**src/hw/rtl/lds_pkg.sv**
```systemverilog
// Shared types and constants of the five-point diffusion stencil.
`default_nettype none
package lds_pkg;

	localparam int MAX_WIDTH_DEF    = 1024;
	localparam int AMOUNT_BITS_DEF  = 16;
	localparam int GRID_WIDTH_BITS  = 11;
	localparam int GRID_HEIGHT_BITS = 13;
	localparam int ROW_BITS         = 12;
	localparam int RATE_BITS        = 16;
	localparam int RATE_FRAC_BITS   = 16;
	localparam int HEIGHT_LIMIT     = 4096;
	localparam int CFG_INDEX_BITS   = 2;
	localparam int CFG_DATA_BITS    = 16;

	localparam logic [GRID_WIDTH_BITS-1:0]  GRID_WIDTH_RESET  = 11'd1024;
	localparam logic [GRID_HEIGHT_BITS-1:0] GRID_HEIGHT_RESET = 13'd1024;
	localparam logic [RATE_BITS-1:0]        RATE_RESET        = 16'd0;

	typedef enum logic [CFG_INDEX_BITS-1:0] {
		CFG_GRID_WIDTH  = 2'd0,
		CFG_GRID_HEIGHT = 2'd1,
		CFG_RATE        = 2'd2
	} cfg_index_t;

	// Position class of one cell, worked out when the cell enters.
	typedef struct packed {
		logic emit;
		logic interior;
		logic has_left;
		logic has_right;
		logic eog;
	} cell_flags_t;

endpackage
`default_nettype wire

```
**src/hw/rtl/lds_ctrl.sv**
```systemverilog
// Raster position counters and cell classification for the diffusion stencil.
`default_nettype none
module lds_ctrl #(
	parameter int MAX_WIDTH = lds_pkg::MAX_WIDTH_DEF
) (
	input  wire logic                                  clk,
	input  wire logic                                  arst_n,
	input  wire logic                                  accept,
	input  wire logic [lds_pkg::GRID_WIDTH_BITS-1:0]   grid_width,
	input  wire logic [lds_pkg::GRID_HEIGHT_BITS-1:0]  grid_height,
	output logic [$clog2(MAX_WIDTH)-1:0]               rd_x,
	output logic [$clog2(MAX_WIDTH)-1:0]               rd_x_right,
	output lds_pkg::cell_flags_t                       flags
);

	localparam int XW   = $clog2(MAX_WIDTH);
	localparam int WW   = XW + 1;
	localparam int GW   = lds_pkg::GRID_WIDTH_BITS;
	localparam int GH   = lds_pkg::GRID_HEIGHT_BITS;
	localparam int RB   = lds_pkg::ROW_BITS;
	localparam int CMPW = (WW > GW) ? WW : GW;

	logic [XW-1:0]   col_q;
	logic [RB-1:0]   row_q;
	logic            seen_q;
	logic [CMPW-1:0] gw_ext;
	logic [WW-1:0]   w_eff;
	logic [GH-1:0]   h_eff;
	logic [XW-1:0]   x;
	logic [RB-1:0]   y;
	logic [WW-1:0]   x_inc;
	logic [GH-1:0]   y_inc;
	logic            last_col;
	logic            last_row;

	always_comb begin
		gw_ext = CMPW'(grid_width);
		if (grid_width == '0) begin
			w_eff = WW'(1);
		end else if (gw_ext > CMPW'(MAX_WIDTH)) begin
			w_eff = WW'(MAX_WIDTH);
		end else begin
			w_eff = WW'(gw_ext);
		end
		if (grid_height == '0) begin
			h_eff = GH'(1);
		end else if (grid_height > GH'(lds_pkg::HEIGHT_LIMIT)) begin
			h_eff = GH'(lds_pkg::HEIGHT_LIMIT);
		end else begin
			h_eff = grid_height;
		end
		// A position left beyond a shrunk geometry clamps to the last column or row.
		if ({1'b0, col_q} >= w_eff) begin
			x = XW'(w_eff - WW'(1));
		end else begin
			x = col_q;
		end
		if ({1'b0, row_q} >= h_eff) begin
			y = RB'(h_eff - GH'(1));
		end else begin
			y = row_q;
		end
		x_inc    = {1'b0, x} + WW'(1);
		y_inc    = {1'b0, y} + GH'(1);
		last_col = (x_inc == w_eff);
		last_row = (y_inc == h_eff);

		rd_x           = x;
		rd_x_right     = last_col ? x : x_inc[XW-1:0];
		flags.emit     = (y != '0) || seen_q;
		flags.has_left = (x != '0);
		flags.has_right = !last_col;
		flags.interior = (y >= RB'(2)) && (x != '0) && !last_col;
		flags.eog      = (y == '0) && last_col;
	end

	always_ff @(posedge clk or negedge arst_n) begin
		if (!arst_n) begin
			col_q  <= '0;
			row_q  <= '0;
			seen_q <= 1'b0;
		end else if (accept) begin
			if (last_col) begin
				col_q  <= '0;
				seen_q <= 1'b1;
				row_q  <= last_row ? '0 : y_inc[RB-1:0];
			end else begin
				col_q <= x_inc[XW-1:0];
			end
		end
	end

endmodule
`default_nettype wire

```
**config.mk**
```make
export PLATFORM = sky130hd
export DESIGN_NAME = lds_ctrl
export DESIGN_NICKNAME = d
export VERILOG_FILES = /design/src/hw/rtl/lds_pkg.sv /design/src/hw/rtl/lds_ctrl.sv
export SDC_FILE = /design/constraint.sdc
export NUM_CORES = 1
export LEC_CHECK = 0
export ABC_AREA = 0
export ABC_CLOCK_PERIOD_IN_PS = 15700
export BUFFER_PORTS_ARGS = -buffer_cell sky130_fd_sc_hd__buf_2
export CAP_MARGIN = 10
export CORE_UTILIZATION = 39
export DETAILED_ROUTE_END_ITERATION = 16
export REMOVE_ABC_BUFFERS = 1
export SLEW_MARGIN = 5
export SYNTH_ARGS = -nofsm -noshare
export SYNTH_HDL_FRONTEND = slang
export SYNTH_SLANG_ARGS = --single-unit
```
**constraint.sdc**
```tcl
create_clock -name clk -period 15.7 [get_ports clk]
set_input_delay 4.71 -clock clk [delete_from_list [all_inputs] [get_ports clk]]
set_output_delay 4.71 -clock clk [all_outputs]
set_load 0.02 [all_outputs]
```
---- Word-level counts from Yosys, hierarchy flattened ----
Index checks and enable logic that the tools add are counted.
operators by class
  add/sub/neg operators ................... 4
  $lt $le $gt $ge ......................... 5
  equal/unequal tests ..................... 2
  multiplexer cells ....................... 9
  reduce and logical (&&, ||, !) cells .... 11
operator list
  kind                                                                 count
  two-way mux 10 bit                                                   3
  two-way mux 13 bit                                                   2
  two-way mux 12 bit                                                   2
  two-way mux 11 bit                                                   2
  adder 12 x 1 -> 13 bit (second input constant)                       1
  == test 13 bit                                                       1
  greater-or-equal comparator 12 x 13 -> 1 bit                         1
  greater-than comparator 13 bit (second input constant)               1
  zero test 13 bit                                                     1
  greater-or-equal comparator 12 x 2 -> 1 bit (second input constant)  1
  zero test 12 bit                                                     1
  nonzero test 12 bit                                                  1
  subtractor 12 x 1 -> 12 bit (second input constant)                  1
  adder 10 x 1 -> 11 bit (second input constant)                       1
  == test 11 bit                                                       1
  greater-or-equal comparator 10 x 11 -> 1 bit                         1
  greater-than comparator 11 bit (second input constant)               1
  zero test 11 bit                                                     1
  nonzero test 10 bit                                                  1
  subtractor 10 x 1 -> 10 bit (second input constant)                  1
  logical AND 1 bit                                                    3
  AND reduction 2 bit                                                  1
  zero test 1 bit                                                      1
  logical OR 1 bit                                                     1
word-level totals
  flip-flop bits (word level) ............. 23
  input port bits ......................... 27
  output and inout bits ................... 25

---- Depth between registers and ports, before layout ----
  depth after elaboration ................. 9
  mapped depth ............................ 28
  mapped depth without buffers ............ 22

---- Least setup slack after synthesis ----
No wires, ideal clock.
  path kind ............................... input to output
  from .................................... input port grid_width[3] in the netlist's numbering
  to ...................................... output port rd_x_right[1]
  arrival ................................. 9690 ps
  data required time ...................... 10990 ps
  slack ................................... 1300 ps
  cell stages on the path ................. 21
  buffers on the path ..................... 4
  cell sequence ........................... clkbuf_1 nor4_1 a31oi_1 nor2_1 ha_1 nand2b_1 a211oi_1 o31ai_1 a21oi_1 buf_2 buf_2 mux2i_1 ha_1 inv_1 nor3_1 and3_1 a32o_1 o211a_1 nand3_1 buf_2 o21ai_0
on the way
  cells in the longest elaborated chain, start to end .. 8
RTL lines
  item                                                                                                line                            RTL
  from (decl)                                                                                         lds_ctrl.sv:9                   input wire logic [lds_pkg::GRID_WIDTH_BITS-1:0] grid_width,
  greater-than comparator 11 bit                                                                      lds_ctrl.sv:40                  end else if (gw_ext > CMPW'(MAX_WIDTH)) begin
  two-way mux 11 bit                                                                                  lds_ctrl.sv:40
  two-way mux 11 bit (*)                                                                              lds_ctrl.sv:38                  if (grid_width == '0) begin
  subtractor 10 x 1 -> 10 bit / greater-or-equal comparator 10 x 11 -> 1 bit (equally long branches)  lds_ctrl.sv:54, lds_ctrl.sv:53
  two-way mux 10 bit (*)                                                                              lds_ctrl.sv:53                  if ({1'b0, col_q} >= w_eff) begin
  via rd_x[1]                                                                                         lds_ctrl.sv:11                  output logic [$clog2(MAX_WIDTH)-1:0] rd_x,
  adder 10 x 1 -> 11 bit                                                                              lds_ctrl.sv:63                  x_inc = {1'b0, x} + WW'(1);
  == test 11 bit                                                                                      lds_ctrl.sv:65                  last_col = (x_inc == w_eff);
  two-way mux 10 bit (*)                                                                              lds_ctrl.sv:69                  rd_x_right = last_col ? x : x_inc[XW-1:0];
  to (decl)                                                                                           lds_ctrl.sv:12                  output logic [$clog2(MAX_WIDTH)-1:0] rd_x_right,
The timed path passes the listed nets; every way through them passes the cells marked *.

---- Worst setup path in the final report ----
  from .................................... input port grid_width[7] in the netlist's numbering
  to ...................................... output port rd_x_right[0]
on the way
  cells in the longest elaborated chain, start to end .. 8
RTL lines
  item                                                                                                line
  greater-than comparator 11 bit                                                                      lds_ctrl.sv:40
  two-way mux 11 bit                                                                                  lds_ctrl.sv:40
  two-way mux 11 bit (*)                                                                              lds_ctrl.sv:38
  subtractor 10 x 1 -> 10 bit / greater-or-equal comparator 10 x 11 -> 1 bit (equally long branches)  lds_ctrl.sv:54, lds_ctrl.sv:53
  two-way mux 10 bit                                                                                  lds_ctrl.sv:53
  adder 10 x 1 -> 11 bit                                                                              lds_ctrl.sv:63
  == test 11 bit                                                                                      lds_ctrl.sv:65
  two-way mux 10 bit (*)                                                                              lds_ctrl.sv:69
Every way passes the cells marked *; elsewhere a longest branch is shown, timed or not.

==> results.toml <==
[cts]
clkSlewWorstSetupHoldPaths_ns = 0.06
cts_hold_buffers = 0
cts_root_buf = "clkbuf_16"
post_cts_buffers = 0
clock_latency_ns = 0.26
cts_buffer_depth = 2
htree_levels = 1
cts_buffers = 3
cts_resized = 0
cts_tree = "built"
clock_sinks = 23

[synthesis]
yosysUniqueCellTypes = 87
synth-edff-count = 0
netlist_instances = 600
ys_ff_latch = 23
ys_async_sr_fraction = 1.00
yosysSeqAreaShare = 0.128
syn_area_mm2 = 0.00448
syn_avg_cell_area_um2 = 7.47
synth_top_flop_cell = "dfrtp_1"
yosysWarnings = 0

[worst_setup_path]
start_kind = "input pin"
critPathKind = "in -> out"
cp_data_required_time_ns = 10.99
crit_fanout = 22
cp-end-kind = "output pin"
critPathArrivalTime_ns = 10.15

[routing]
met2_length_mm = 5.89
remaining_drc_errors = 0
ant_nets = 0
vias = 4664
wl_met3_um = 737
wl_per_cell_um = 17.6
met1_length_mm = 6.68
via_per_inst = 6.07
routed_wirelength_mm = 13.5
drt_iter0_markers = 393
drt-pass1-iter-count = 5
top_layer = "met4"

[sta]
max_freq_mhz = 67.3
worst_pin_slew_ns = 0.969
finClkSkew_ns = 0.00615
relSlewSlack = 0.346
rsz0062_at_grt = "false"
fin_crit_sh = 0.946
fin_tns_setup_ns = 0
fin_crit_ns = 14.86
setup_viol = 0
hold_violations = 0
timing.final.max_slew_violations = 0

[placement]
gp_congestion = 0.979
numPortBuffers = 51
place_hpwl_mm = 10.8

[floorplan]
die_w_um = 109
die_h_um = 109
dieArea_mm2 = 0.0119
num_rows = 38
ios = 52
coreArea_mm2 = 0.0110
start_util = 0.406

[hold_path]
min_path_type = "reg -> reg"

[cells_and_area]
multi_input_area_mm2 = 0.00359
final_cell_mix = "nand2_1, buf_2, nor2_1, inv_1, xnor2_1"
fillCellCount = 1142
post-route-util = 0.440
area_delta_synth_final_pct = 8.23
antenna_cells = 0
ff_latch_area_um2 = 576
layout_commonest_cell = "nand2_1"
fin_nets = 686
layout-drive-gt1-share = 0.161

[global_route]
grt_overflow_total = 0
antenna_found_initial = 0
grt_max_degree = 37
grt_pass1_wl_mm = 21.9
grt_use_total = 0.231
first_global_vias = 4240

[job]
maxCapViolations = 0

[pwr]
ir_drop_uv = 86.7
pwr_density_cell_mw_per_mm2 = 129
leakage_nw = 2.06

[status]
status = "completed"
==> registers in the layout, summed over array words and instances, names as in the netlist <==
signal	count
col_q	10
seen_q	1
row_q	12
==> through the flow <==
step / setup WS [ns] / power (mW) / cell area, um2 / hold slack [ns] / std cells
5_1_grt: 0.332 / 0.680 / 4850 / 0.499 / 768
2_1_floorplan: 0.565 / 0.434 / 4320 / 0.428 / 570
6_report: 0.843 / 0.628 / 4850 / 0.475 / 768
3_3_place_gp: 1.13 / 0.559 / 4770 / 0.446 / 764
4_1_cts: 0.867 / 0.624 / 4850 / 0.475 / 768
3_5_place_dp: 0.879 / 0.565 / 4770 / 0.455 / 764
==> where the power goes <==
group	switching, mW	internal (mW)	leakage [nW]	total (mW)
Combinational	0.292	0.183	1.74	0.475
Sequential	0.0222	0.0751	0.280	0.0973
Clock	0.0213	0.0343	0.0409	0.0556
Total	0.335	0.292	2.06	0.628
==> synthesized netlist by cell type (11+ instances only) <==
library cell   n  area (um2)
nor2_1        44         165
dfrtp_1       23         576
a21oi_1       27         135
nand3_1       25         125
and3_1        11        68.8
nand2_1       55         206
nor3_1        23         115
buf_2         13        65.1
mux2i_1       13         130
ha_1          30         375
nand2b_1      15        93.8
or3_1         11        68.8
xnor2_1       39         342
inv_1         40         150
o21ai_0       25         125
==> worst max-delay path, stage by stage <==
cell and delay [ns]:
buf_2 0.13, nor3_1 0.44, a31oi_1 0.17, nor2_1 0.28
ha_1 0.29, nand2b_1 0.14, a211oi_1 0.26, o31ai_1 0.15
a21oi_2 0.29, nor2_1 0.10, a21oi_1 0.21, ha_1 0.28
inv_1 0.09, nor3_1 0.52, and3_1 0.35, a32o_1 0.19
o211a_1 0.20, nand3_1 0.60, ha_1 0.55, inv_1 0.05
buf_2 0.15
==> cell type report <==
cell class	instances	area share
Clock inverter	1	0.00103
Inverter	40	0.0309
Timing Repair Buffer	54	0.0572
Tap cell	140	0.0361
Multi-Input combinational cell	507	0.741
Clock buffer	3	0.0155
Sequential cell	23	0.119
==> path summary, 6_finish.rpt <==
check	start	to	slack, ns	cells after the start
hold / removal	seen_q	seen_q	0.48	1
setup / recovery	grid_width[7]	rd_x_right[0]	0.84	21
setup reg to reg	row_q[10]	row_q[3]	9.54	20
min in group asynchronous	arst_n	col_q[0]	4.44	1
hold reg to reg	seen_q	seen_q	0.48	1
max in group asynchronous	arst_n	row_q[11]	10.87	1
==> routing by layer <==
layer,global-route usage,vias to the layer above
met3,0.0311,16
met4,0.0457,0
li1,-,2278
met2,0.346,155
met5,0,-
met1,0.350,2215
==> kinds of logic (layout without fill, tap and decap cells) <==
family / count (synthesis) / in the layout / share of synthesized area
flops: 23 / 23 / 0.128
fa+ha+maj: 30 / 30 / 0.0837
compound gates: 155 / 155 / 0.261
buf+inv: 70 / 98 / 0.0709
mux: 17 / 17 / 0.0391
xor+xnor: 47 / 47 / 0.0980
simple gates: 258 / 258 / 0.319
Power figures use the tool's default switching activity.
