`config.mk`:
```
export PLATFORM = sky130hd
export DESIGN_NAME = lds_diffuse
export DESIGN_NICKNAME = d
export VERILOG_FILES = /design/src/hw/rtl/lds_pkg.sv /design/src/hw/rtl/lds_diffuse.sv
export SDC_FILE = /design/constraint.sdc
export NUM_CORES = 1
export LEC_CHECK = 0
export BUFFER_PORTS_ARGS = -buffer_cell sky130_fd_sc_hd__clkbuf_2
export CAP_MARGIN = 40
export CORE_ASPECT_RATIO = 0.8
export CORE_MARGIN = 4
export CORE_UTILIZATION = 45
export DETAILED_ROUTE_END_ITERATION = 12
export PLACE_DENSITY_LB_ADDON = 0.08
export SLEW_MARGIN = 15
export SYNTH_ARGS = -nofsm -noshare
export SYNTH_HDL_FRONTEND = slang
export SYNTH_SLANG_ARGS = --single-unit
```
`constraint.sdc`:
```
create_clock -name clk -period 8.5 [get_ports clk]
set_input_delay 1.7 -clock clk [delete_from_list [all_inputs] [get_ports clk]]
set_output_delay 1.7 -clock clk [all_outputs]
set_load 0.005 [all_outputs]
```
`src/hw/rtl/lds_pkg.sv`:
```
// Shared types and constants of the five-point diffusion stencil.
`default_nettype none
package lds_pkg;

	localparam int MAX_WIDTH_DEF    = 1024;
	localparam int AMOUNT_BITS_DEF  = 16;
	localparam int GRID_WIDTH_BITS  = 11;
	localparam int GRID_HEIGHT_BITS = 13;
	localparam int ROW_BITS         = 12;
	localparam int RATE_BITS        = 16;
	localparam int RATE_FRAC_BITS   = 16;
	localparam int HEIGHT_LIMIT     = 4096;
	localparam int CFG_INDEX_BITS   = 2;
	localparam int CFG_DATA_BITS    = 16;

	localparam logic [GRID_WIDTH_BITS-1:0]  GRID_WIDTH_RESET  = 11'd1024;
	localparam logic [GRID_HEIGHT_BITS-1:0] GRID_HEIGHT_RESET = 13'd1024;
	localparam logic [RATE_BITS-1:0]        RATE_RESET        = 16'd0;

	typedef enum logic [CFG_INDEX_BITS-1:0] {
		CFG_GRID_WIDTH  = 2'd0,
		CFG_GRID_HEIGHT = 2'd1,
		CFG_RATE        = 2'd2
	} cfg_index_t;

	// Position class of one cell, worked out when the cell enters.
	typedef struct packed {
		logic emit;
		logic interior;
		logic has_left;
		logic has_right;
		logic eog;
	} cell_flags_t;

endpackage
`default_nettype wire

```
`src/hw/rtl/lds_diffuse.sv`:
```
// Laplacian, rate multiply, floor and saturation stages with the output skid register.
`default_nettype none
module lds_diffuse #(
	parameter int AMOUNT_BITS = lds_pkg::AMOUNT_BITS_DEF
) (
	input  wire logic                            clk,
	input  wire logic                            arst_n,
	input  wire logic [lds_pkg::RATE_BITS-1:0]   rate,
	input  wire logic                            s1_valid,
	input  wire lds_pkg::cell_flags_t            s1_flags,
	input  wire logic [AMOUNT_BITS-1:0]          s1_cell,
	input  wire logic [AMOUNT_BITS-1:0]          center,
	input  wire logic [AMOUNT_BITS-1:0]          right,
	input  wire logic [AMOUNT_BITS-1:0]          up,
	output logic                                 en,
	output logic                                 out_valid,
	input  wire logic                            out_stall,
	output logic [AMOUNT_BITS-1:0]               new_amount,
	output logic                                 end_of_grid
);

	localparam int A  = AMOUNT_BITS;
	localparam int LW = A + 3;
	localparam int PW = LW + lds_pkg::RATE_BITS + 1;
	localparam int FB = lds_pkg::RATE_FRAC_BITS;
	localparam int DW = PW - FB;
	localparam int SW = DW + 1;

	logic [A-1:0]           left_q;
	logic [A-1:0]           left;
	logic [A+1:0]           nbr_sum;
	logic signed [LW-1:0]   lap;

	logic                   valid_s2;
	logic signed [LW-1:0]   lap_s2;
	logic [A-1:0]           center_s2;
	logic                   interior_s2;
	logic                   eog_s2;

	logic                   valid_s3;
	logic signed [PW-1:0]   prod_s3;
	logic [A-1:0]           center_s3;
	logic                   interior_s3;
	logic                   eog_s3;

	logic signed [lds_pkg::RATE_BITS:0] rate_s;
	logic [DW-1:0]          delta;
	logic [SW-1:0]          sum;
	logic [A-1:0]           result;
	logic                   push;

	logic                   out_valid_q;
	logic [A-1:0]           out_amount_q;
	logic                   out_eog_q;
	logic                   skid_valid_q;
	logic [A-1:0]           skid_amount_q;
	logic                   skid_eog_q;
	logic                   take;

	assign en = !skid_valid_q;

	// Stage 1: neighbor sum minus four times the center, exact and signed.
	always_comb begin
		left    = s1_flags.has_left ? left_q : '0;
		nbr_sum = (A+2)'(up) + (A+2)'(s1_cell) + (A+2)'(left) + (A+2)'(right);
		lap     = $signed({1'b0, nbr_sum}) - $signed({1'b0, center, 2'b00});
	end

	always_ff @(posedge clk or negedge arst_n) begin
		if (!arst_n) begin
			left_q <= '0;
		end else if (en && s1_valid) begin
			left_q <= center;
		end
	end

	always_ff @(posedge clk) begin
		if (en && s1_valid) begin
			lap_s2      <= lap;
			center_s2   <= center;
			interior_s2 <= s1_flags.interior;
			eog_s2      <= s1_flags.eog;
		end
	end

	// Stage 2: rate times Laplacian.
	assign rate_s = $signed({1'b0, rate});

	always_ff @(posedge clk) begin
		if (en && valid_s2) begin
			prod_s3     <= PW'(rate_s) * PW'(lap_s2);
			center_s3   <= center_s2;
			interior_s3 <= interior_s2;
			eog_s3      <= eog_s2;
		end
	end

	always_ff @(posedge clk or negedge arst_n) begin
		if (!arst_n) begin
			valid_s2 <= 1'b0;
			valid_s3 <= 1'b0;
		end else if (en) begin
			valid_s2 <= s1_valid && s1_flags.emit;
			valid_s3 <= valid_s2;
		end
	end

	// Stage 3: dropping the fraction bits of a signed value floors it.
	always_comb begin
		delta = prod_s3[PW-1:FB];
		sum   = {{(SW-A){1'b0}}, center_s3} + {delta[DW-1], delta};
		if (!interior_s3) begin
			result = center_s3;
		end else if (sum[SW-1]) begin
			result = '0;
		end else if (sum[SW-2:A] != '0) begin
			result = '1;
		end else begin
			result = sum[A-1:0];
		end
	end

	assign push = en && valid_s3;
	assign take = !out_valid_q || !out_stall;

	always_ff @(posedge clk or negedge arst_n) begin
		if (!arst_n) begin
			out_valid_q  <= 1'b0;
			skid_valid_q <= 1'b0;
		end else if (take) begin
			if (skid_valid_q) begin
				out_valid_q  <= 1'b1;
				skid_valid_q <= 1'b0;
			end else begin
				out_valid_q <= push;
			end
		end else if (push) begin
			skid_valid_q <= 1'b1;
		end
	end

	always_ff @(posedge clk) begin
		if (take) begin
			if (skid_valid_q) begin
				out_amount_q <= skid_amount_q;
				out_eog_q    <= skid_eog_q;
			end else if (push) begin
				out_amount_q <= result;
				out_eog_q    <= eog_s3;
			end
		end else if (push) begin
			skid_amount_q <= result;
			skid_eog_q    <= eog_s3;
		end
	end

	assign out_valid   = out_valid_q;
	assign new_amount  = out_amount_q;
	assign end_of_grid = out_eog_q;

	// The skid register only ever holds an item behind an occupied output register.
	a_skid_behind_out: assert property (@(posedge clk) disable iff (!arst_n)
		skid_valid_q |-> out_valid_q)
		else $error("skid holds an item while the output register is empty");

	a_skid_fill_on_stall: assert property (@(posedge clk) disable iff (!arst_n)
		$rose(skid_valid_q) |-> $past(out_valid_q && out_stall))
		else $error("skid filled without a stalled output");

	a_skid_drain: assert property (@(posedge clk) disable iff (!arst_n)
		(skid_valid_q && !out_stall) |=> (out_valid_q && !skid_valid_q
		&& new_amount == $past(skid_amount_q)))
		else $error("skid item lost when the output drained");

	a_no_push_when_full: assert property (@(posedge clk) disable iff (!arst_n)
		skid_valid_q |-> !push)
		else $error("pipeline advanced while the skid register was full");

endmodule
`default_nettype wire

```
# After elaboration in Yosys (flattened, before gate mapping)
# Index checks and enable logic that the tools add are counted.
# word_totals
reg_bits	145
latch_bits	0
ramBits	0
mem_bits_ro	0
inputBits	89
out_inout_bits	19
mem_count	0
# classes
addsub	5
multipliers	1
div	0
order_cmp	0
n_eq_ne	0
n_shift	0
muxes	11
bitwise	1
n_reduce_logical	13
# op_table
operator	n
$mux 16	6
$mul 17x19->36	1
$add 17x20->21	1
$sub 18x18->19	1
$add 17x16->18	1
$add 18x16->18	1
$add 16x16->17	1
$mux 1	5
$logic_and 1x1->1	4
$reduce_and 2->1	2
$reduce_bool 2->1	2
$reduce_bool 4->1	1
$logic_not 1->1	3
$logic_or 1x1->1	1
$not 1->1	1

# Logic depth before layout (Yosys ltp)
# Gate-level depths: netlist of the first run.
# logic_depth
depth_word	7
mapped_depth	24
mapped_depth_nobuf	23

# Least setup slack after synthesis of the first run
# OpenSTA, ideal clock, no wires.
# synth_path
path_type	input-to-reg
start	input port rate[3] (netlist bit)
end	register prod_s3[34], data pin
setup_time_ps	258
arrival_ps	7438
setup_slack_ps	804
cell_stages	21
path_cell_list	clkbuf_1 clkbuf_1 nand2_1 fa_1 fa_1 inv_1 fa_1 fa_1 fa_1 inv_1 fa_1 inv_1 ha_1 a2111oi_0 o21ai_0 a22oi_1 nand2_1 nor3_1 o21ai_0 a31oi_1 xnor2_1
# synth_between
elab_chain_len	1
# synth_lines
item	line_no	source
from (decl)	lds_diffuse.sv:8	input wire logic [lds_pkg::RATE_BITS-1:0] rate,
$mul 17x19->36	lds_diffuse.sv:91	prod_s3 <= PW'(rate_s) * PW'(lap_s2);
to (signal assigned)	lds_diffuse.sv:91	
to (decl)	lds_diffuse.sv:41	logic signed [PW-1:0] prod_s3;
# No other way between the ends.
# A chain may end at the register's enable or synchronous reset.

# Worst setup path after layout of the first run
# layout_path
start	input port rate[5] (netlist bit)
end	register prod_s3[26], data pin
# The elaborated chain is that of the path after synthesis.

==> key figures, run 1 <==
Job
  • MaxCap Viol Count: 0

Routing
  • DR iter-0 viols: 668
  • DR DRC count: 0
  • ANT nets after route: 0
  • WL met2: 20500 um
  • Vias: 12700
  • Drt wl/cell: 17.3 um
  • DR vias/cell: 5.00
  • Pre-antenna DRT Iters: 5
  • Met1 wire length: 20700 um
  • Top Layer Used: met4
  • Drt total wl: 43700 um
  • WL met3: 2110 um

Global routing
  • First-pass GRT wire length: 72300 um
  • GRT Residual Overflow: 0
  • Vias in the first global route: 13500
  • GRT Overall Usage: 0.205
  • Pin count of the biggest net entering global routing: 54
  • Initial antenna violation count: 1

Yosys
  • Cells after Synth: 1883
  • Synth top area share: 0.379
  • Synthesized net count: 2451
  • Post-synth ARST share: 0.155
  • Mapped cell area: 18500 um^2
  • Seq/Total Area, Yosys: 0.204
  • Synth top area cells: fa_1, edfxtp_1, inv_1
  • Syn Area/Cell: 9.84 um^2
  • Post-synth top area cell: fa_1
  • Cell variety after synth: 54
  • Top cells by count, synth: inv_1, fa_1, nand2_1
  • EDFF count, synth: 109
  • Yosys warns: 0
  • Most common cell in the netlist: inv_1
  • Ys flop type: edfxtp_1
  • Register bit total from synthesis: 129

STA
  • Unrepaired setup endpoints after global routing: no
  • Final count of negative-setup-slack endpoints: 0
  • Final period util: 0.889
  • Fin. Hold Viols: 0
  • FMAX: 0.132 GHz
  • Relative slew slack: 0.443
  • Worst-Margin Slew: 835 ps
  • Final TNS setup: 0 ps
  • Fin Clk Skew: 7.76 ps
  • Min Clock Period, post-route: 7560 ps
  • Slew Viols, Final: 0

Clocking
  • Post-CTS Resized: 0
  • Worst-skew pair later-pin latency: 430 ps
  • Clock-pin slew on the worst setup and hold paths: 50 ps
  • CTS Hold Bufs: 0
  • Htree depth: 4
  • # Post-CTS Setup Buffers: 0
  • Clk Tree Root Cell: clkbuf_16
  • CTS Buf Count: 17
  • Clk sinks: 129
  • Maximum root-to-sink buffer count: 2
  • TritonCTS clock tree: yes

Setup path
  • WP data arrival: 7720 ps
  • Critical Path Sink: prod_s3[26]
  • Worst path top cell family by delay: adder cells
  • Worst Setup End Kind: register
  • Most frequent CP cell: fa_1
  • CP max stage delay: 540 ps
  • CP Max Fanout: 19
  • CP startpoint: rate[5]
  • CP max-delay cell: fa_1
  • Reg2reg end: prod_s3[26]
  • Worst R2R Start: lap_s2[7]
  • CP Buf/Inv Count: 5
  • CP Cell Sequence: clkbuf_2, and2_1, fa_1, inv_1, fa_1, fa_1, fa_1, inv_1, fa_1, inv_1, fa_1, inv_1, ha_1, a21oi_1, o21ai_0, nor2_1, and3_1, o21bai_1, a21oi_1, o21ba_2, xnor2_1
  • CP startpoint kind: input pin
  • Worst path depth: 21
  • Worst Path Required: 8660 ps
  • Reg2reg setup slack: 1780 ps
  • Worst Reg-to-Reg Cells: 21
  • CP Class: input pin to register

Final layout
  • Layout cells sized above 1: 0.0942
  • Antenna fix cells: 0
  • Layout fillers: 3819
  • Area growth, synth to finish: 10.3%
  • Fin nets: 2540

Die
  • Ports: 108
  • CORE AREA: 40600 um^2
  • Num rows: 66
  • Initial core utilization: 0.456
  • Die Y: 189 um
  • Horiz. Die Dim: 235 um
  • Die area: 44500 um^2

Placement
  • Port bufs: 106
  • RePlAce Congestion: 0.826
  • DP HPWL: 35700 um

Outcome
  • Outcome: finished, final reports clean

Hold path
  • HP Class: register to register
-- area by class of cell --
cell class | count | area, um^2 | share of cell area
clock buffers | 21 | 440 | 0.0216
clock inverters | 11 | 189 | 0.00925
inverters | 468 | 1760 | 0.0860
multi-input cells | 1225 | 12800 | 0.626
flip-flops and latches | 129 | 3770 | 0.185
well taps | 544 | 681 | 0.0333
repair buffers | 131 | 807 | 0.0395
-- state kept, by name, indices dropped and copies added, names as in the netlist, 16 cells and up --
register       flops
center_s2         16
center_s3         16
lap_s2            19
left_q            16
new_amount        16
prod_s3           20
skid_amount_q     16
-- per-layer routing --
layer  vias up  global-route usage
met4         0              0.0313
met3        26              0.0384
li1       5894                   -
met2       246               0.329
met1      6488               0.300
met5         -                   0
-- cell usage in the layout, fill, tap and decap left out, types with 6 or more instances in the layout --
master / Yosys / routed
a211oi_1: 9 / 9
o21bai_1: 6 / 6
ha_1: 128 / 128
a2bb2oi_1: 8 / 8
fa_1: 351 / 351
a21o_1: 13 / 13
nand2_1: 241 / 241
xnor2_1: 40 / 40
edfxtp_1: 109 / 109
and2_1: 137 / 137
nor2_1: 55 / 55
nand3_1: 16 / 16
inv_1: 467 / 467
o21ai_0: 48 / 48
clkbuf_2: 0 / 106
nor3_1: 11 / 11
clkbuf_16: 0 / 17
buf_4: 0 / 15
mux2_2: 17 / 17
a21oi_1: 56 / 56
nand2b_1: 6 / 6
xor2_1: 12 / 12
o21ai_1: 6 / 6
dfrtp_1: 20 / 20
-- per-stage QoR --
step / setup slack, ps / std cells / utilization / area, um^2 / hold slack, ps
finish: 942 / 2529 / 0.503 / 20400 / 418
global route: 572 / 2529 / 0.503 / 20400 / 423
CTS: 1020 / 2527 / 0.502 / 20400 / 418
detailed placement: 583 / 2495 / 0.487 / 19800 / 408
global placement: 592 / 2487 / 0.483 / 19600 / 407
floorplan: 804 / 1883 / - / 18500 / 400
-- cell families (layout without fill, tap and decap cells) --
group                    after synthesis  in the layout  synth area share
AND/OR/NAND/NOR                      492            492             0.125
multiplexers                          18             18            0.0109
XOR/XNOR                              52             52            0.0246
buffers and inverters                529            631             0.108
flip-flops                           129            129             0.204
AO/OA/AOI/OAI                        184            184            0.0623
adder cells (fa/ha/maj)              479            479             0.466
-- how the worst min path moves through the flow --
| stage | start | end | slack, ps | cells after the start |
|---|---|---|---|---|
| floorplan | center_s2[0] | center_s3[0] | 400 | 0 |
| global placement | center_s2[5] | center_s3[5] | 410 | 0 |
| detailed placement | center_s2[5] | center_s3[5] | 410 | 0 |
| CTS | center_s2[9] | center_s3[9] | 420 | 0 |
| global route | center_s2[9] | center_s3[9] | 420 | 0 |
| finish | center_s2[15] | center_s3[15] | 420 | 0 |
Power of run 1 is not shown: default switching activity piles up to over one toggle a cycle in this logic, so the estimate is an artifact.
==> run 2, diff against run 1 <==
--- a/config.mk
+++ b/config.mk
@@ -9,7 +9,7 @@
 export CAP_MARGIN = 40
 export CORE_ASPECT_RATIO = 0.8
 export CORE_MARGIN = 4
-export CORE_UTILIZATION = 45
+export CORE_UTILIZATION = 35
 export DETAILED_ROUTE_END_ITERATION = 12
 export PLACE_DENSITY_LB_ADDON = 0.08
 export SLEW_MARGIN = 15
==> constraint.sdc (replaced) <==
create_clock -name clk -period 7.9 [get_ports clk]
set_input_delay 1.58 -clock clk [delete_from_list [all_inputs] [get_ports clk]]
set_output_delay 1.58 -clock clk [all_outputs]
set_load 0.005 [all_outputs]
==> key figures, run 2 (synthesis gave the netlist of run 1 again) <==
STA
  • Min Clock Period, post-route: 7320 ps
  • Fin Clk Skew: 10.6 ps (was 7.76 ps)
  • Fin. Hold Viols: 0 (unchanged)
  • Final count of negative-setup-slack endpoints: 0 (unchanged)
  • FMAX: 0.137 GHz
  • Worst-Margin Slew: 877 ps (was 835 ps)
  • Final period util: 0.927
  • Unrepaired setup endpoints after global routing: no (unchanged)
  • Relative slew slack: 0.415 (was 0.443)
  • Final TNS setup: 0 ps (unchanged)
  • Final WS setup: 577 ps (was 942 ps)
  • Slew Viols, Final: 0 (unchanged)

Final layout
  • Largest regs: prod_s3 x20, lap_s2 x19 (unchanged)
  • Max FFs per register: 20 (unchanged)
  • Most common cell after layout, fill and taps aside: inv_1 (unchanged)
  • Most flops, register: prod_s3 (unchanged)
  • Non-filler cells, final: 2690 (was 2529)
  • Antenna fix cells: 0 (unchanged)
  • Most frequent cells in the layout: inv_1, fa_1, nand2_1, and2_1, ha_1 (unchanged)
  • Final Util: 0.393 (was 0.503)
  • Area growth, synth to finish: 11.1% (was 10.3%)
  • Layout cells sized above 1: 0.101 (was 0.0942)
  • Fin nets: 2552 (was 2540)

Setup path
  • CP Max Fanout: 11 (was 19)
  • CP Class: input pin to register (unchanged)
  • CP Buf/Inv Count: 6 (was 5)
  • CP startpoint kind: input pin (unchanged)
  • CP Cell Sequence: clkbuf_2, nand2_1, fa_1, fa_1, inv_1, fa_1, fa_1, fa_1, inv_1, fa_1, inv_1, ha_1, nand3_1, nor2_1, buf_4, nand3_1, a21oi_1, buf_4, nor3_1, o21ai_0, a31oi_1, xnor2_1 (was clkbuf_2, and2_1, fa_1, inv_1, fa_1, fa_1, fa_1, inv_1, fa_1, inv_1, fa_1, inv_1, ha_1, a21oi_1, o21ai_0, nor2_1, and3_1, o21bai_1, a21oi_1, o21ba_2, xnor2_1)
  • CP max stage delay: 840 ps (was 540 ps)
  • Worst path top cell family by delay: adder cells (unchanged)
  • CP max-delay cell: fa_1 (unchanged)
  • WP data arrival: 7490 ps (was 7720 ps)
  • Most frequent CP cell: fa_1 (unchanged)
  • Worst Setup End Kind: register (unchanged)
  • Worst Path Required: 8070 ps (was 8660 ps)

Routing
  • DR DRC count: 0 (unchanged)
  • DR iter-0 viols: 636 (was 668)
  • Pre-antenna DRT Iters: 5 (unchanged)
  • Vias: 12600 (was 12700)
  • DR vias/cell: 4.70 (was 5.00)
  • Drt total wl: 46700 um (was 43700 um)
  • ANT nets after route: 0 (unchanged)
  • Drt wl/cell: 17.4 um (was 17.3 um)

Die
  • Die Y: 214 um (was 189 um)
  • Initial core utilization: 0.354 (was 0.456)
  • CORE AREA: 52400 um^2 (was 40600 um^2)
  • Ports: 108 (unchanged)
  • Num rows: 75 (was 66)
  • Horiz. Die Dim: 265 um (was 235 um)
  • Die area: 56700 um^2 (was 44500 um^2)

Clocking
  • Clk sinks: 129 (unchanged)
  • Worst-skew pair later-pin latency: 420 ps (was 430 ps)
  • Clock-pin slew on the worst setup and hold paths: 60 ps (was 50 ps)
  • Htree depth: 4 (unchanged)
  • CTS Hold Bufs: 0 (unchanged)
  • Post-CTS Resized: 0 (unchanged)
  • TritonCTS clock tree: yes (unchanged)
  • Clk Tree Root Cell: clkbuf_16 (unchanged)
  • Maximum root-to-sink buffer count: 2 (unchanged)
  • CTS Buf Count: 17 (unchanged)
  • # Post-CTS Setup Buffers: 0 (unchanged)

Placement
  • DP HPWL: 38600 um (was 35700 um)
  • Placed insts: 2658 (was 2495)
  • RePlAce Congestion: 0.833 (was 0.826)
  • Pre-CTS WS: 195 ps (was 583 ps)
  • Port bufs: 106 (unchanged)

Global routing
  • First-pass GRT wire length: 75400 um (was 72300 um)
  • Vias in the first global route: 13500 (about the same)
  • Initial antenna violation count: 2 (was 1)
  • GRT Residual Overflow: 0 (unchanged)
  • GRT Overall Usage: 0.172 (was 0.205)
  • Pin count of the biggest net entering global routing: 54 (unchanged)

Job
  • MaxCap Viol Count: 0 (unchanged)

Hold path
  • HP Class: register to register (unchanged)

Outcome
  • Outcome: finished, final reports clean (unchanged)
[run 2: changes by cell type in the layout (fill, tap and decap cells not counted)]
cell and change:
buf_16 -2, buf_4 +21, buf_6 -2, buf_8 -5, bufinv_16 -3, clkbuf_1 -4, clkinv_1 +2, clkinv_2 -2
clkinv_4 +1, clkinvlp_4 +1, inv_6 +5
[run 2: worst paths after layout]
path                       slack, ps          start  cells past startpoint       endpoint
max in group asynchronous       6350         arst_n                      1      left_q[3]
min reg2reg                      420  center_s2[11]                      0  center_s3[11]
min                              420  center_s2[11]                      0  center_s3[11]
max reg2reg                     1140     lap_s2[18]                     21    prod_s3[34]
max                              580        rate[2]                     22    prod_s3[34]
min in group asynchronous       1150         arst_n                      1      left_q[9]
[run 2: area by class of cell]
| type | instances | area, um^2 |
|---|---|---|
| Inverter | 468 | 1760 |
| Tap cell | 693 | 867 |
| Sequential cell | 129 | 3770 |
| Clock inverter | 15 | 156 |
| Timing Repair Buffer | 143 | 812 |
| Multi-Input combinational cell | 1225 | 12800 |
| Fill cell | 5284 | 31800 |
| Clock buffer | 17 | 425 |
[run 2: stage by stage]
step	cell area (um^2)	hold slack, ps
after floorplan	18500	400
after global placement	20000	405
after detailed placement	20000	405
after CTS	20600	420
after global routing	20600	425
final	20600	419
[run 2: worst register-to-register path, stage by stage (launching register included)]
cell	delay [ps]
edfxtp_1	790
nand2_1	300
fa_1	840
fa_1	460
inv_1	160
fa_1	470
fa_1	510
fa_1	490
inv_1	50
fa_1	510
inv_1	50
ha_1	310
nand3_1	100
nor2_1	270
buf_4	190
nand3_1	60
a21oi_1	150
buf_4	170
nor3_1	70
o21ai_0	280
a31oi_1	150
xnor2_1	140
[run 2: metal layers]
layer,part of all wire,track usage
met1,0.48,0.251
met2,0.47,0.279
met3,0.034,0.0212
met4,0.017,0.0337
met5,0,0
Power of run 2 is left out for the same reason.
==> run 3, diff against run 2 <==
--- a/config.mk
+++ b/config.mk
@@ -7,7 +7,7 @@
 export LEC_CHECK = 0
 export BUFFER_PORTS_ARGS = -buffer_cell sky130_fd_sc_hd__clkbuf_2
 export CAP_MARGIN = 40
-export CORE_ASPECT_RATIO = 0.8
+export CORE_ASPECT_RATIO = 1.25
 export CORE_MARGIN = 4
 export CORE_UTILIZATION = 35
 export DETAILED_ROUTE_END_ITERATION = 12
==> key figures, run 3 (synthesis gave the netlist of run 1 again) <==
Routing
  • Drt total wl: 47500 um (was 46700 um)
  • Top Layer Used: met4 (unchanged)
  • Pre-antenna DRT Iters: 7 (was 5)
  • WL met3: 889 um (was 1570 um)
  • Drt wl/cell: 17.8 um (was 17.4 um)
  • Met1 wire length: 19000 um (was 22500 um)
  • DR iter-0 viols: 587 (was 636)
  • WL met2: 26600 um (was 21800 um)
  • Vias: 12600 (about the same)
  • DR vias/cell: 4.74 (was 4.70)
  • ANT nets after route: 0 (unchanged)
  • DR DRC count: 0 (unchanged)

Final layout
  • Antenna fix cells: 0 (unchanged)
  • Multi-input gate area: 12800 um^2 (unchanged)
  • Fin nets: 2549 (was 2552)
  • Most common cell after layout, fill and taps aside: inv_1 (unchanged)
  • Most flops, register: prod_s3 (unchanged)
  • Layout fillers: 5276 (was 5284)
  • Max FFs per register: 20 (unchanged)
  • Largest regs: prod_s3 x20, lap_s2 x19 (unchanged)
  • Layout cells sized above 1: 0.0998 (was 0.101)
  • Area growth, synth to finish: 11.2% (was 11.1%)
  • Most frequent cells in the layout: inv_1, fa_1, nand2_1, and2_1, ha_1 (unchanged)
  • Register area: 3770 um^2 (unchanged)

Placement
  • RePlAce Congestion: 0.838 (was 0.833)
  • Port bufs: 106 (unchanged)
  • DP HPWL: 39200 um (was 38600 um)

STA
  • Final count of negative-setup-slack endpoints: 0 (unchanged)
  • Slew Viols, Final: 0 (unchanged)
  • Final period util: 0.912 (was 0.927)
  • Fin Clk Skew: 7.58 ps (was 10.6 ps)
  • Worst-Margin Slew: 844 ps (was 877 ps)
  • Unrepaired setup endpoints after global routing: no (unchanged)
  • Fin. Hold Viols: 0 (unchanged)
  • Min Clock Period, post-route: 7210 ps (was 7320 ps)
  • Relative slew slack: 0.438 (was 0.415)
  • FMAX: 0.139 GHz (was 0.137 GHz)
  • Final TNS setup: 0 ps (unchanged)

Setup path
  • CP startpoint kind: input pin (unchanged)
  • Worst Path Required: 8060 ps (was 8070 ps)
  • Worst Setup End Kind: register (unchanged)
  • Reg2reg setup slack: 1410 ps (was 1140 ps)
  • WP data arrival: 7370 ps (was 7490 ps)
  • CP Max Fanout: 16 (was 11)
  • CP Class: input pin to register (unchanged)

Outcome
  • Outcome: finished, final reports clean (unchanged)

Die
  • Ports: 108 (unchanged)
  • Horiz. Die Dim: 214 um (was 265 um)
  • Die area: 56700 um^2 (unchanged)
  • Initial core utilization: 0.352 (was 0.354)
  • Die Y: 265 um (was 214 um)
  • CORE AREA: 52600 um^2 (was 52400 um^2)
  • Num rows: 94 (was 75)

Global routing
  • Initial antenna violation count: 1 (was 2)
  • GRT Residual Overflow: 0 (unchanged)
  • GRT Overall Usage: 0.176 (was 0.172)
  • Vias in the first global route: 14000 (was 13500)
  • Pin count of the biggest net entering global routing: 54 (unchanged)
  • First-pass GRT wire length: 76700 um (was 75400 um)

Clocking
  • CTS Buf Count: 17 (unchanged)
  • Clk Tree Root Cell: clkbuf_16 (unchanged)
  • Clock-pin slew on the worst setup and hold paths: 60 ps (about the same)
  • CTS Hold Bufs: 0 (unchanged)
  • Post-CTS Resized: 0 (unchanged)
  • # Post-CTS Setup Buffers: 0 (unchanged)
  • Maximum root-to-sink buffer count: 2 (unchanged)
  • Worst-skew pair later-pin latency: 420 ps (about the same)
  • TritonCTS clock tree: yes (unchanged)
  • Clk sinks: 129 (unchanged)
  • Htree depth: 4 (unchanged)

Hold path
  • HP Class: register to register (unchanged)

Job
  • MaxCap Viol Count: 0 (unchanged)
## run 3: cell types whose count changed in the layout (fill, tap and decap cells not counted), sizes merged
cell / delta
buf: -3
inv: -3
clkinv: -1
clkinvlp: +1
clkbuf: +4
bufinv: -1
## run 3: area by class of cell
type                    count  area share
multi-input cells        1225       0.620
flip-flops and latches    129       0.183
inverters                 468      0.0853
repair buffers            140      0.0425
well taps                 672      0.0408
clock buffers              21      0.0228
clock inverters            11     0.00510
## run 3: per-layer routing
metal	vias up	global-route usage
met3	46	0.0170
met5	-	0
met1	6512	0.214
met4	0	0.0382
met2	158	0.333
li1	5910	-
## run 3: worst max-delay path, stage by stage
cell       delay [ps]
clkbuf_2          400
and2_1            250
inv_1              70
fa_1              550
inv_1              60
fa_1              460
fa_1              500
fa_1              470
fa_1              510
inv_1              50
fa_1              470
inv_1              40
ha_1              330
a2111oi_0         370
o21ai_0           140
a22oi_1           280
nand2_1            80
nor3_1            240
o21ai_0           180
a31oi_1           230
xnor2_1            90
## run 3: worst paths after layout
kind                       cells past startpoint    startpoint           end
setup / recovery                              21       rate[6]   prod_s3[34]
max in group asynchronous                      1        arst_n     left_q[6]
hold reg to reg                                0  center_s2[8]  center_s3[8]
setup reg to reg                              20    lap_s2[13]   prod_s3[22]
min in group asynchronous                      1        arst_n     left_q[1]
hold / removal                                 0  center_s2[8]  center_s3[8]
## run 3: through the flow
step	cell area [um^2]	util	instances	worst slack [ps]	hold slack, ps
4_1_cts	20600	0.392	2665	685	419
3_5_place_dp	20000	0.381	2633	247	405
6_report	20600	0.392	2666	695	418
3_3_place_gp	19900	0.379	2627	274	403
5_1_grt	20600	0.392	2666	213	426
2_1_floorplan	18500	-	1883	324	400
Power of run 3 is left out for the same reason.
